## config.mk

```make
export PLATFORM = sky130hd
export DESIGN_NAME = encoder_buttons_to_serial_commands_unit
export DESIGN_NICKNAME = d
export VERILOG_FILES = /design/src/design/ebsc_pkg.sv /design/src/design/encoder_buttons_to_serial_commands_unit.sv
export SDC_FILE = /design/constraint.sdc
export NUM_CORES = 1
export LEC_CHECK = 0
export BUFFER_PORTS_ARGS = -buffer_cell sky130_fd_sc_hd__buf_2
export CORE_ASPECT_RATIO = 1.75
export CORE_MARGIN = 2
export CORE_UTILIZATION = 51
export DETAILED_ROUTE_END_ITERATION = 10
export PLACE_DENSITY = 0.72
export SLEW_MARGIN = 20
export SYNTH_ARGS = -nofsm -noshare
export SYNTH_HDL_FRONTEND = slang
export SYNTH_SLANG_ARGS = --single-unit
```

## constraint.sdc

```tcl
create_clock -name i_clk -period 6.14 [get_ports i_clk]
set_input_delay 0.307 -clock i_clk [delete_from_list [all_inputs] [get_ports i_clk]]
set_output_delay 0.307 -clock i_clk [all_outputs]
set_load 0.05 [all_outputs]
```

## src/design/ebsc_pkg.sv

```systemverilog
`default_nettype none
// ----------------------------------------------------------------------------
// ebsc_pkg
// Shared types and constants for the encoder and button command transmitter.
// ----------------------------------------------------------------------------
package ebsc_pkg;

    localparam int BIT_TICKS_W     = 16;
    localparam int BIT_TICKS_RESET = 100;
    localparam int CODE_W          = 3;
    localparam int BIT_IDX_W       = 2;
    localparam int DATA_BITS       = 4;
    localparam int IN_TDATA_W      = 8;
    localparam int OUT_TDATA_W     = 8;

    // Command codes carried in the four data bits of a frame
    localparam logic [CODE_W-1:0] CMD_INC = 3'd0;
    localparam logic [CODE_W-1:0] CMD_DEC = 3'd1;
    localparam logic [CODE_W-1:0] CMD_EXP = 3'd2;
    localparam logic [CODE_W-1:0] CMD_OK  = 3'd3;
    localparam logic [CODE_W-1:0] CMD_SW  = 3'd4;

    // Button bit order in the pending and last-level vectors
    localparam int BTN_EXP = 0;
    localparam int BTN_OK  = 1;
    localparam int BTN_SW  = 2;

    typedef enum logic [4:0] {
        PH_IDLE    = 5'b00001,
        PH_START   = 5'b00010,
        PH_DATA    = 5'b00100,
        PH_GAP_ENC = 5'b01000,
        PH_GAP_BTN = 5'b10000
    } t_phase;

    // Highest pending button, exp first; only meaningful when any bit is set
    function automatic logic [CODE_W-1:0] pick_button(input logic [2:0] pend);
        logic [CODE_W-1:0] code;
        if (pend[BTN_EXP]) begin
            code = CMD_EXP;
        end else if (pend[BTN_OK]) begin
            code = CMD_OK;
        end else begin
            code = CMD_SW;
        end
        return code;
    endfunction

endpackage
`default_nettype wire

```

## src/design/encoder_buttons_to_serial_commands_unit.sv

```systemverilog
`default_nettype none
// ----------------------------------------------------------------------------
// encoder_buttons_to_serial_commands_unit
// Turns sampled encoder and button levels into serial command frames.
// ----------------------------------------------------------------------------
// Each input transaction is one sampling tick of five pin levels; each tick
// yields exactly one output transaction carrying the transmit line level and
// a busy flag as they stand after that tick. One tick is taken every clock
// cycle unless a result is left waiting: the whole update is a single pass
// of logic from the state registers into the result register, and a result
// appears in the cycle after its tick. A new tick is let in while the result
// register is empty or in the same cycle that its result is taken downstream;
// a result left waiting holds the input off. A falling edge on encoder A
// while idle sends INC (B high) or DEC (B low); falling button edges latch a
// pending flag (only the highest of exp, ok, sw on one tick) that is sent as
// EXP, OK or SW once the line is free. A frame is a low start bit and four
// data bits, LSB first, each held for bit_ticks ticks (zero acts as one),
// then one high gap tick. Write bit_ticks only while no tick is in flight.
// ----------------------------------------------------------------------------
module encoder_buttons_to_serial_commands_unit
    import ebsc_pkg::*;
#(
    parameter int unsigned P_BIT_TICKS_RESET = BIT_TICKS_RESET
) (
    input  wire logic                   i_clk,
    input  wire logic                   i_rst_n,
    // tdata: [0] enc_a, [1] enc_b, [2] btn_exp, [3] btn_ok, [4] btn_sw
    input  wire logic                   i_s_axis_tvalid,
    output logic                        o_s_axis_tready,
    input  wire logic [IN_TDATA_W-1:0]  i_s_axis_tdata,
    // tdata: [0] tx_line, [1] tx_busy
    output logic                        o_m_axis_tvalid,
    input  wire logic                   i_m_axis_tready,
    output logic [OUT_TDATA_W-1:0]      o_m_axis_tdata,
    input  wire logic                   i_cfg_we,
    input  wire logic [BIT_TICKS_W-1:0] i_cfg_wdata
);

    logic [BIT_TICKS_W-1:0] r_bit_ticks;
    logic                   r_enc_a_last, n_enc_a_last;
    logic [2:0]             r_button_last, n_button_last;
    logic [2:0]             r_pending, n_pending;
    logic [CODE_W-1:0]      r_frame, n_frame;
    logic [BIT_IDX_W-1:0]   r_bit_idx, n_bit_idx;
    logic [BIT_TICKS_W-1:0] r_tick, n_tick;
    t_phase                 r_phase, n_phase;
    logic                   r_out_valid;
    logic                   r_out_line, n_out_line;
    logic                   r_out_busy, n_out_busy;

    logic                   accept;
    logic [BIT_TICKS_W-1:0] bt;
    logic                   in_a, in_b;
    logic [2:0]             in_btn, fall, pend_set;
    logic                   bit_done;
    logic [DATA_BITS-1:0]   frame_bits;

    assign in_a   = i_s_axis_tdata[0];
    assign in_b   = i_s_axis_tdata[1];
    assign in_btn = i_s_axis_tdata[4:2];

    // Take a tick whenever the result register is empty or being drained
    assign o_s_axis_tready = !r_out_valid || i_m_axis_tready;
    assign accept          = i_s_axis_tvalid && o_s_axis_tready;

    assign bt       = (r_bit_ticks == '0) ? BIT_TICKS_W'(1) : r_bit_ticks;
    assign bit_done = (r_tick >= bt);
    assign fall     = r_button_last & ~in_btn;

    // Latch only the highest falling button of this tick
    always_comb begin
        pend_set = r_pending;
        if (fall[BTN_EXP]) begin
            pend_set[BTN_EXP] = 1'b1;
        end else if (fall[BTN_OK]) begin
            pend_set[BTN_OK] = 1'b1;
        end else if (fall[BTN_SW]) begin
            pend_set[BTN_SW] = 1'b1;
        end
    end

    always_comb begin
        n_enc_a_last  = r_enc_a_last;
        n_button_last = in_btn;
        n_pending     = pend_set;
        n_frame       = r_frame;
        n_bit_idx     = r_bit_idx;
        n_tick        = r_tick;
        n_phase       = r_phase;

        unique case (r_phase)
            PH_START: begin
                if (bit_done) begin
                    n_phase   = PH_DATA;
                    n_bit_idx = '0;
                    n_tick    = BIT_TICKS_W'(1);
                end else begin
                    n_tick = r_tick + BIT_TICKS_W'(1);
                end
            end
            PH_DATA: begin
                if (bit_done) begin
                    if (r_bit_idx == BIT_IDX_W'(DATA_BITS - 1)) begin
                        // Clear the flag of the button whose frame just ended
                        case (r_frame)
                            CMD_EXP: n_pending[BTN_EXP] = 1'b0;
                            CMD_OK:  n_pending[BTN_OK]  = 1'b0;
                            CMD_SW:  n_pending[BTN_SW]  = 1'b0;
                            default: ;
                        endcase
                        n_phase   = (r_frame == CMD_INC || r_frame == CMD_DEC)
                                    ? PH_GAP_ENC : PH_GAP_BTN;
                        n_tick    = '0;
                        n_bit_idx = '0;
                    end else begin
                        n_bit_idx = r_bit_idx + BIT_IDX_W'(1);
                        n_tick    = BIT_TICKS_W'(1);
                    end
                end else begin
                    n_tick = r_tick + BIT_TICKS_W'(1);
                end
            end
            PH_GAP_ENC: begin
                // A pending button follows an encoder frame straight away
                if (|pend_set) begin
                    n_frame   = pick_button(pend_set);
                    n_bit_idx = '0;
                    n_tick    = BIT_TICKS_W'(1);
                    n_phase   = PH_START;
                end else begin
                    n_phase = PH_IDLE;
                end
            end
            PH_GAP_BTN: begin
                n_phase = PH_IDLE;
            end
            default: begin
                // Idle: sample encoder A, the encoder wins over buttons
                n_enc_a_last = in_a;
                if (!in_a && r_enc_a_last) begin
                    n_frame   = in_b ? CMD_INC : CMD_DEC;
                    n_bit_idx = '0;
                    n_tick    = BIT_TICKS_W'(1);
                    n_phase   = PH_START;
                end else if (|pend_set) begin
                    n_frame   = pick_button(pend_set);
                    n_bit_idx = '0;
                    n_tick    = BIT_TICKS_W'(1);
                    n_phase   = PH_START;
                end else begin
                    n_phase = PH_IDLE;
                end
            end
        endcase
    end

    // Line level from the state after this tick
    assign frame_bits = {1'b0, n_frame};

    always_comb begin
        n_out_line = 1'b1;
        n_out_busy = 1'b1;
        unique case (n_phase)
            PH_START:   n_out_line = 1'b0;
            PH_DATA:    n_out_line = frame_bits[n_bit_idx];
            PH_GAP_ENC: n_out_line = 1'b1;
            PH_GAP_BTN: n_out_line = 1'b1;
            default:    n_out_busy = 1'b0;
        endcase
    end

    always_ff @(posedge i_clk) begin
        if (!i_rst_n) begin
            r_bit_ticks <= BIT_TICKS_W'(P_BIT_TICKS_RESET);
        end else if (i_cfg_we) begin
            r_bit_ticks <= i_cfg_wdata;
        end
    end

    // Advance the state on every accepted transaction
    always_ff @(posedge i_clk) begin
        if (!i_rst_n) begin
            r_enc_a_last  <= 1'b0;
            r_button_last <= 3'b111;
            r_pending     <= '0;
            r_frame       <= '0;
            r_bit_idx     <= '0;
            r_tick        <= '0;
            r_phase       <= PH_IDLE;
        end else if (accept) begin
            r_enc_a_last  <= n_enc_a_last;
            r_button_last <= n_button_last;
            r_pending     <= n_pending;
            r_frame       <= n_frame;
            r_bit_idx     <= n_bit_idx;
            r_tick        <= n_tick;
            r_phase       <= n_phase;
        end
    end

    // Hold the result until the downstream side takes it
    always_ff @(posedge i_clk) begin
        if (!i_rst_n) begin
            r_out_valid <= 1'b0;
        end else if (accept) begin
            r_out_valid <= 1'b1;
        end else if (i_m_axis_tready) begin
            r_out_valid <= 1'b0;
        end
    end

    always_ff @(posedge i_clk) begin
        if (accept) begin
            r_out_line <= n_out_line;
            r_out_busy <= n_out_busy;
        end
    end

    assign o_m_axis_tvalid = r_out_valid;
    assign o_m_axis_tdata  = {{(OUT_TDATA_W - 2){1'b0}}, r_out_busy, r_out_line};

    // The held result always describes the current state
    a_busy_matches_phase: assert property (@(posedge i_clk) disable iff (!i_rst_n)
        r_out_valid |-> (r_out_busy == (r_phase != PH_IDLE)))
        else $error("busy flag disagrees with transmitter phase");

    a_idle_line_high: assert property (@(posedge i_clk) disable iff (!i_rst_n)
        (r_out_valid && !r_out_busy) |-> r_out_line)
        else $error("line low while idle");

    a_start_line_low: assert property (@(posedge i_clk) disable iff (!i_rst_n)
        (r_out_valid && r_phase == PH_START) |-> !r_out_line)
        else $error("line high during start bit");

    a_tick_in_range: assert property (@(posedge i_clk) disable iff (!i_rst_n)
        (r_phase == PH_START || r_phase == PH_DATA) |-> (r_tick != '0))
        else $error("bit tick counter zero inside a bit");

    a_state_frozen_without_accept: assert property (@(posedge i_clk)
        disable iff (!i_rst_n)
        (!accept && !i_cfg_we) |=> ($stable(r_phase) && $stable(r_pending)))
        else $error("state moved without an accepted tick");

endmodule
`default_nettype wire

```

# After elaboration in Yosys (flattened, before gate mapping)

Cells that the tools add are included.

Register bits after elaboration: 52
Bits of input ports: 29
Output and inout bits: 10
Word-level logic and storage cells: 90

$add $sub $neg: 2
Magnitude comparators: 2
Equal/unequal tests: 13
Mux-type cells: 43
Bitwise operators: 4
Reductions and logical operators: 15

Operator list:

| kind                                                             | number |
|---|---|
| 16-bit two-way mux                                               | 5 |
| 16-bit case mux with 4 select lines                              | 1 |
| 3-bit two-way mux                                                | 7 |
| 5-bit two-way mux                                                | 4 |
| 5-bit case mux with 4 select lines                               | 1 |
| 16-bit by 1-bit adder with 16-bit output (second input constant) | 1 |
| 16-bit >= comparator                                             | 1 |
| 16-bit zero test                                                 | 1 |
| 2-bit two-way mux                                                | 8 |
| 1-bit two-way mux                                                | 13 |
| 5-bit by 2-bit == test with 1-bit output (second input constant) | 2 |
| 5-bit by 3-bit == test with 1-bit output (second input constant) | 2 |
| 5-bit by 4-bit == test with 1-bit output (second input constant) | 2 |
| 5-bit == test (second input constant)                            | 2 |
| 2-bit case mux with 4 select lines                               | 1 |
| 4-bit OR reduction                                               | 2 |
| 3-bit by 2-bit == test with 1-bit output (second input constant) | 2 |
| 3-bit case mux with 2 select lines                               | 1 |
| 3-bit OR reduction                                               | 2 |
| 2-bit AND reduction                                              | 2 |
| 3-bit bitwise AND                                                | 1 |
| 3-bit by 1-bit == test with 1-bit output (second input constant) | 1 |
| 3-bit == test (second input constant)                            | 1 |
| 3-bit zero test                                                  | 1 |
| 11 further kinds                                                 | 15 |

# Logic depth before layout (Yosys ltp)

Depth in word-level cells: 13
Mapped depth: 12
Mapped depth without buffers: 11

# Least setup slack after synthesis

OpenSTA, ideal clock, no wires.

Kind: register to register
Start: register r_bit_ticks[7]
End: register r_out_line, data pin
Setup time: 0.163 ns
Arrival time: 2.508 ns
Slack: 3.470 ns
Cell stages (with the launch flop): 12
Buffers on the path: 0
Clock period less this slack: 2.670 ns
Cells stage by stage: dfxtp_1 > nor4_1 > a41o_1 > ha_1 > nor2b_1 > o211a_1 > o311ai_4 > nand4_4 > and3b_1 > mux2_2 > or4_1 > o221ai_1

Longest elaborated chain between the ends: 8
Elaborated cells on any way between the ends: 14
Those cells by class: order compare: 1; eq/ne: 2; mux: 10; reduce/logical: 1

Ends and longest elaborated chain:

| item                                        | line                                                                                          | RTL |
|---|---|---|
| from (decl)                                 | encoder_buttons_to_serial_commands_unit.sv:39                                                 | `logic [BIT_TICKS_W-1:0] r_bit_ticks;` |
| from (signal assigned)                      | encoder_buttons_to_serial_commands_unit.sv:174                                                | `r_bit_ticks <= BIT_TICKS_W'(P_BIT_TICKS_RESET);` |
| from (signal assigned)                      | encoder_buttons_to_serial_commands_unit.sv:176                                                | `r_bit_ticks <= i_cfg_wdata;` |
| 16-bit zero test                            | encoder_buttons_to_serial_commands_unit.sv:66                                                 | `assign bt = (r_bit_ticks == '0) ? BIT_TICKS_W'(1) : r_bit_ticks;` |
| 16-bit two-way mux *                        | encoder_buttons_to_serial_commands_unit.sv:66                                                 |  |
| 16-bit >= comparator *                      | encoder_buttons_to_serial_commands_unit.sv:67                                                 | `assign bit_done = (r_tick >= bt);` |
| 2-bit two-way mux, on equally long branches | encoder_buttons_to_serial_commands_unit.sv:102, encoder_buttons_to_serial_commands_unit.sv:93 |  |
| 2-bit case mux with 4 select lines          | encoder_buttons_to_serial_commands_unit.sv:91                                                 | `unique case (r_phase)` |
| 1-bit binary-select mux with 2-bit select   | encoder_buttons_to_serial_commands_unit.sv:165                                                | `PH_DATA: n_out_line = frame_bits[n_bit_idx];` |
| 1-bit two-way mux (not written as such)     | encoder_buttons_to_serial_commands_unit.sv:165                                                |  |
| 1-bit case mux with 2 select lines *        | encoder_buttons_to_serial_commands_unit.sv:163                                                | `unique case (n_phase)` |
| via n_out_line                              | encoder_buttons_to_serial_commands_unit.sv:48                                                 | `logic r_out_line, n_out_line;` |
| to (signal assigned)                        | encoder_buttons_to_serial_commands_unit.sv:214                                                | `r_out_line <= n_out_line;` |
| to (decl)                                   | encoder_buttons_to_serial_commands_unit.sv:48                                                 |  |

Mark *: on every way through the listed nets, which the timed path passes. The rest lies on a longest branch. The select of a mux whose other input is x is not followed.
A chain may end at the register's enable or synchronous reset.

# Worst setup path after layout

Start: register r_bit_ticks[3]
End: register r_tick[15]

Longest elaborated chain between the ends: 5
Elaborated cells on any way between the ends: 6
Those cells by class: order compare: 1; mux: 4; reduce/logical: 1

Ends and longest elaborated chain:

| item                                         | line                                                                                          | RTL |
|---|---|---|
| 16-bit zero test                             | encoder_buttons_to_serial_commands_unit.sv:66                                                 |  |
| 16-bit two-way mux *                         | encoder_buttons_to_serial_commands_unit.sv:66                                                 |  |
| 16-bit >= comparator *                       | encoder_buttons_to_serial_commands_unit.sv:67                                                 |  |
| 16-bit two-way mux, on equally long branches | encoder_buttons_to_serial_commands_unit.sv:102, encoder_buttons_to_serial_commands_unit.sv:93 |  |
| 16-bit case mux with 4 select lines *        | encoder_buttons_to_serial_commands_unit.sv:91                                                 |  |
| to (signal assigned)                         | encoder_buttons_to_serial_commands_unit.sv:196                                                | `r_tick <= n_tick;` |
| to (decl)                                    | encoder_buttons_to_serial_commands_unit.sv:45                                                 | `logic [BIT_TICKS_W-1:0] r_tick, n_tick;` |

Every way passes the cells marked *; elsewhere a longest branch is shown, timed or not.

==> summary.md <==
| Metric | Value |
|---|---|
| Status | finished clean |
| Final Core Density | 0.562 |
| Slew @ Worst Pin | 0.750 ns |
| CTS Buf Count | 5 |
| Buffers & Inverters on Critical Path | 0 |
| Antenna violations before repair | 0 |
| DRT Pass-1 Iters | 5 |
| Max-slew violations | 0 |
| Post-CTS sizing | 0 |
| Lkg Pwr | roughly 1.4 nW |
| Global-route wire length before repair | approximately 11 mm |
| Synth warn | 0 |
| HP Start | i_cfg_wdata[5] |
| # hold bufs at CTS | 0 |
| # setup viols final | 0 |
| Pwr dens | 221 nW/µm² |
| Max Cap Viol | 0 |
| Reg2reg path depth | 11 |
| CP Data Required Time | 6.37 ns |
| Vias in the first global route | 2530 |
| Routed WL per cell | 15.0 µm |
| Post-DRT Antenna Nets | 0 |
| GPL Wtd Cong | 0.901 |
| Post-synth EDFFs | 2 |
| CTS tree | yes |
| Core ar. | 5830 µm² |
| Syn Area/Cell | 8.16 µm² |
| Yosys cell types | 57 |
| R2r startpoint | r_bit_ticks[3] |
| Slowest CP cell | nor2_1 |
| Nets | 436 |
| DRT Wirelength | between 7 and 8 mm |
| CP peak stage delay | 0.65 ns |
| Die width | 62.3 µm |
| Crit end category | flip-flop |
| Worst Clk Skew | 0.00422 ns |
| Pre-CTS setup slack | 2.89 ns |
| Starting Density | 0.519 |
| CP Launch Type | flip-flop |
| Clk slew on worst S/H paths | 0.10 ns |
| Fin crit period | roughly 3.3 ns |
| Ranking of synthesized cells by area | dfxtp_1 33%, ha_1 7.4%, mux2i_1 5.6%, nor2_1 5.2%, a21oi_1 4.3% |
| H-Tree Depth | 2 |
| Detailed Route Iter0 Violations | roughly 150 |
| Clk sinks | 52 |
| Vias | 2687 |
| Clock root cell | clkbuf_8 |
| # DRC | 0 |
| Synth Register Bits | 52 |
| Most frequent cell after synthesis | dfxtp_1 |
| Async set-or-reset flop fraction in the synthesized netlist | 0 |
| Reg-to-reg endpoint | r_tick[15] |
| WHS Path Cells | 3 |
| Die Y | approximately 110 µm |
| Multi-input gate area in the final layout | between 1500 and 2000 µm² |
| Number of diodes | 0 |
| Unrepaired setup endpoints after global routing | false |
| Final Hold Viols | 0 |
| Critical-path cell list | nor4_1 > a41o_1 > ha_1 > nor2b_1 > o211a_1 > o311ai_4 > nand4_4 > or2_1 > nor2_1 > nand4b_1 > a21oi_1 |
| Register area share after synthesis | 0.350 |
| Synth-to-Final Area Change | 8.26% |
| Worst Path Arrival | 3.52 ns |
| Tcrit/Tclk final | 0.535 |
| R2r setup slk | 2.85 ns |
| Gr ovfl total | 0 |
| Pin count of the biggest net entering global routing | 38 |
| Ports | 39 |
| Fill cells | 576 |
| FF/Latch Area | 1060 µm² |
| Layout cell share with drive strength beyond 1 | 0.121 |
| Synth top area share | 0.330 |
| Worst hold endpoint | r_bit_ticks[5] |
| Achievable frequency | 304 MHz |
| Leading area contributor after synthesis | dfxtp_1 |
| Slew HR | 0.498 |
| Power Total | 726 µW |
| Cell count after synthesis | 371 |
| CP delay by family, top | simple AND/OR/NAND/NOR gates |
| Max Root-Sink Buffers | 2 |
| Top cells by count, synth | 50 x dfxtp_1, 42 x nor2_1, 34 x nand2_1 |
| Slack of the critical path | 2.85 ns |
| Synth Cell Area | roughly 3000 µm² |
| Max Fanout on Critical Path | 13 |
| Top_reg_cell synth | dfxtp_1 |
| Total setup buffers inserted after CTS | 0 |
| Worst-Skew Late Latency | 0.30 ns |
| # port buffers | 29 |
| Full die area | 6600 µm² |
| # rows | 37 |
| Hold Crit Class | input pin to flip-flop |
| Dpl hpwl | 5.23 mm |
| CP Class | flip-flop to flip-flop |
| Total track usage | 0.217 |
| TNS Setup | 0 ns |
| VDD IR max | ~0.14 mV |
| Via density | ~5.7 |
[sequential cells by signal, summed over array words and instances (netlist names)]
name	count
r_enc_a_last	1
r_frame	3
r_bit_idx	2
r_tick	16
r_bit_ticks	16
o_m_axis_tvalid	1
r_out_line	1
r_pending	3
r_phase	5
r_button_last	3
r_out_busy	1
[worst max path at each step]
stage / slack [ns] / endpoint / start / cells past startpoint
after global routing: 2.60 / r_tick[15] / r_bit_ticks[15] / 11
after global placement: 2.92 / r_tick[15] / r_bit_ticks[1] / 11
after detailed placement: 2.89 / r_tick[2] / r_bit_ticks[1] / 11
final: 2.85 / r_tick[15] / r_bit_ticks[3] / 11
after floorplan: 3.47 / r_out_line / r_bit_ticks[7] / 11
after CTS: 2.86 / r_tick[2] / r_bit_ticks[1] / 11
[layout make-up]
| class | instances | share of cell area |
|---|---|---|
| well taps | 78 | 0.0298 |
| repair buffers | 29 | 0.0443 |
| multi-input cells | 276 | 0.540 |
| inverters | 25 | 0.0286 |
| clock inverters | 3 | 0.0126 |
| flip-flops and latches | 52 | 0.324 |
| clock buffers | 5 | 0.0210 |
[per-stage QoR]
step | cell area [µm²] | hold WS [ns] | std cells
after detailed placement | 3170 | 0.459 | 460
after floorplan | 3050 | 0.431 | 376
after CTS | 3280 | 0.213 | 468
after global placement | 3170 | 0.441 | 460
final | 3280 | 0.214 | 468
after global routing | 3280 | 0.228 | 468
[cells by family after synthesis]
kind of cell	Yosys count	synth area share
adder cells (fa/ha/maj)	18	0.0744
flip-flops	52	0.350
other	1	0.00124
AO/OA/AOI/OAI	87	0.188
multiplexers	18	0.0599
buffers and inverters	48	0.0710
AND/OR/NAND/NOR	145	0.250
XOR/XNOR	2	0.00578
[cells in the final DEF (no fill, tap or decap), types with 3 or more instances in the layout]
cell type  synthesis  layout
a31oi_1           10      10
o211ai_1           5       5
a22oi_1            5       5
nor2b_1            6       6
inv_1             23      23
ha_1              18      18
mux2i_1           17      17
nor2_1            42      42
nand2b_1           6       6
and2_1             5       5
clkbuf_8           0       5
dfxtp_1           50      50
and3_1             8       8
nand2_1           34      34
nor4_1             5       5
o21ai_0           19      19
a211oi_1           3       3
nand3_1           10      10
a21oi_1           26      26
a311oi_1           4       4
nand3b_1           5       5
buf_2              4      29
conb_1             1       6
nor3_1             8       8
[metal layers]
layer,track usage,share of wire
met5,0,0
met4,0.0937,0.027
met3,0.0349,0.025
met2,0.432,0.57
met1,0.215,0.38
[tightest hold or removal path: stages]
cell	delay (ns)
buf_2	0.07
nand2_1	0.04
o211ai_1	0.06
[power by group]
group | total, mW | internal [mW] | switching (mW) | leakage (nW)
Combinational | 0.120 | 0.0425 | 0.0779 | 0.896
Clock | 0.237 | 0.121 | 0.116 | 0.0585
Sequential | 0.369 | 0.355 | 0.0136 | 0.428
(Power assumes the default switching activity.)
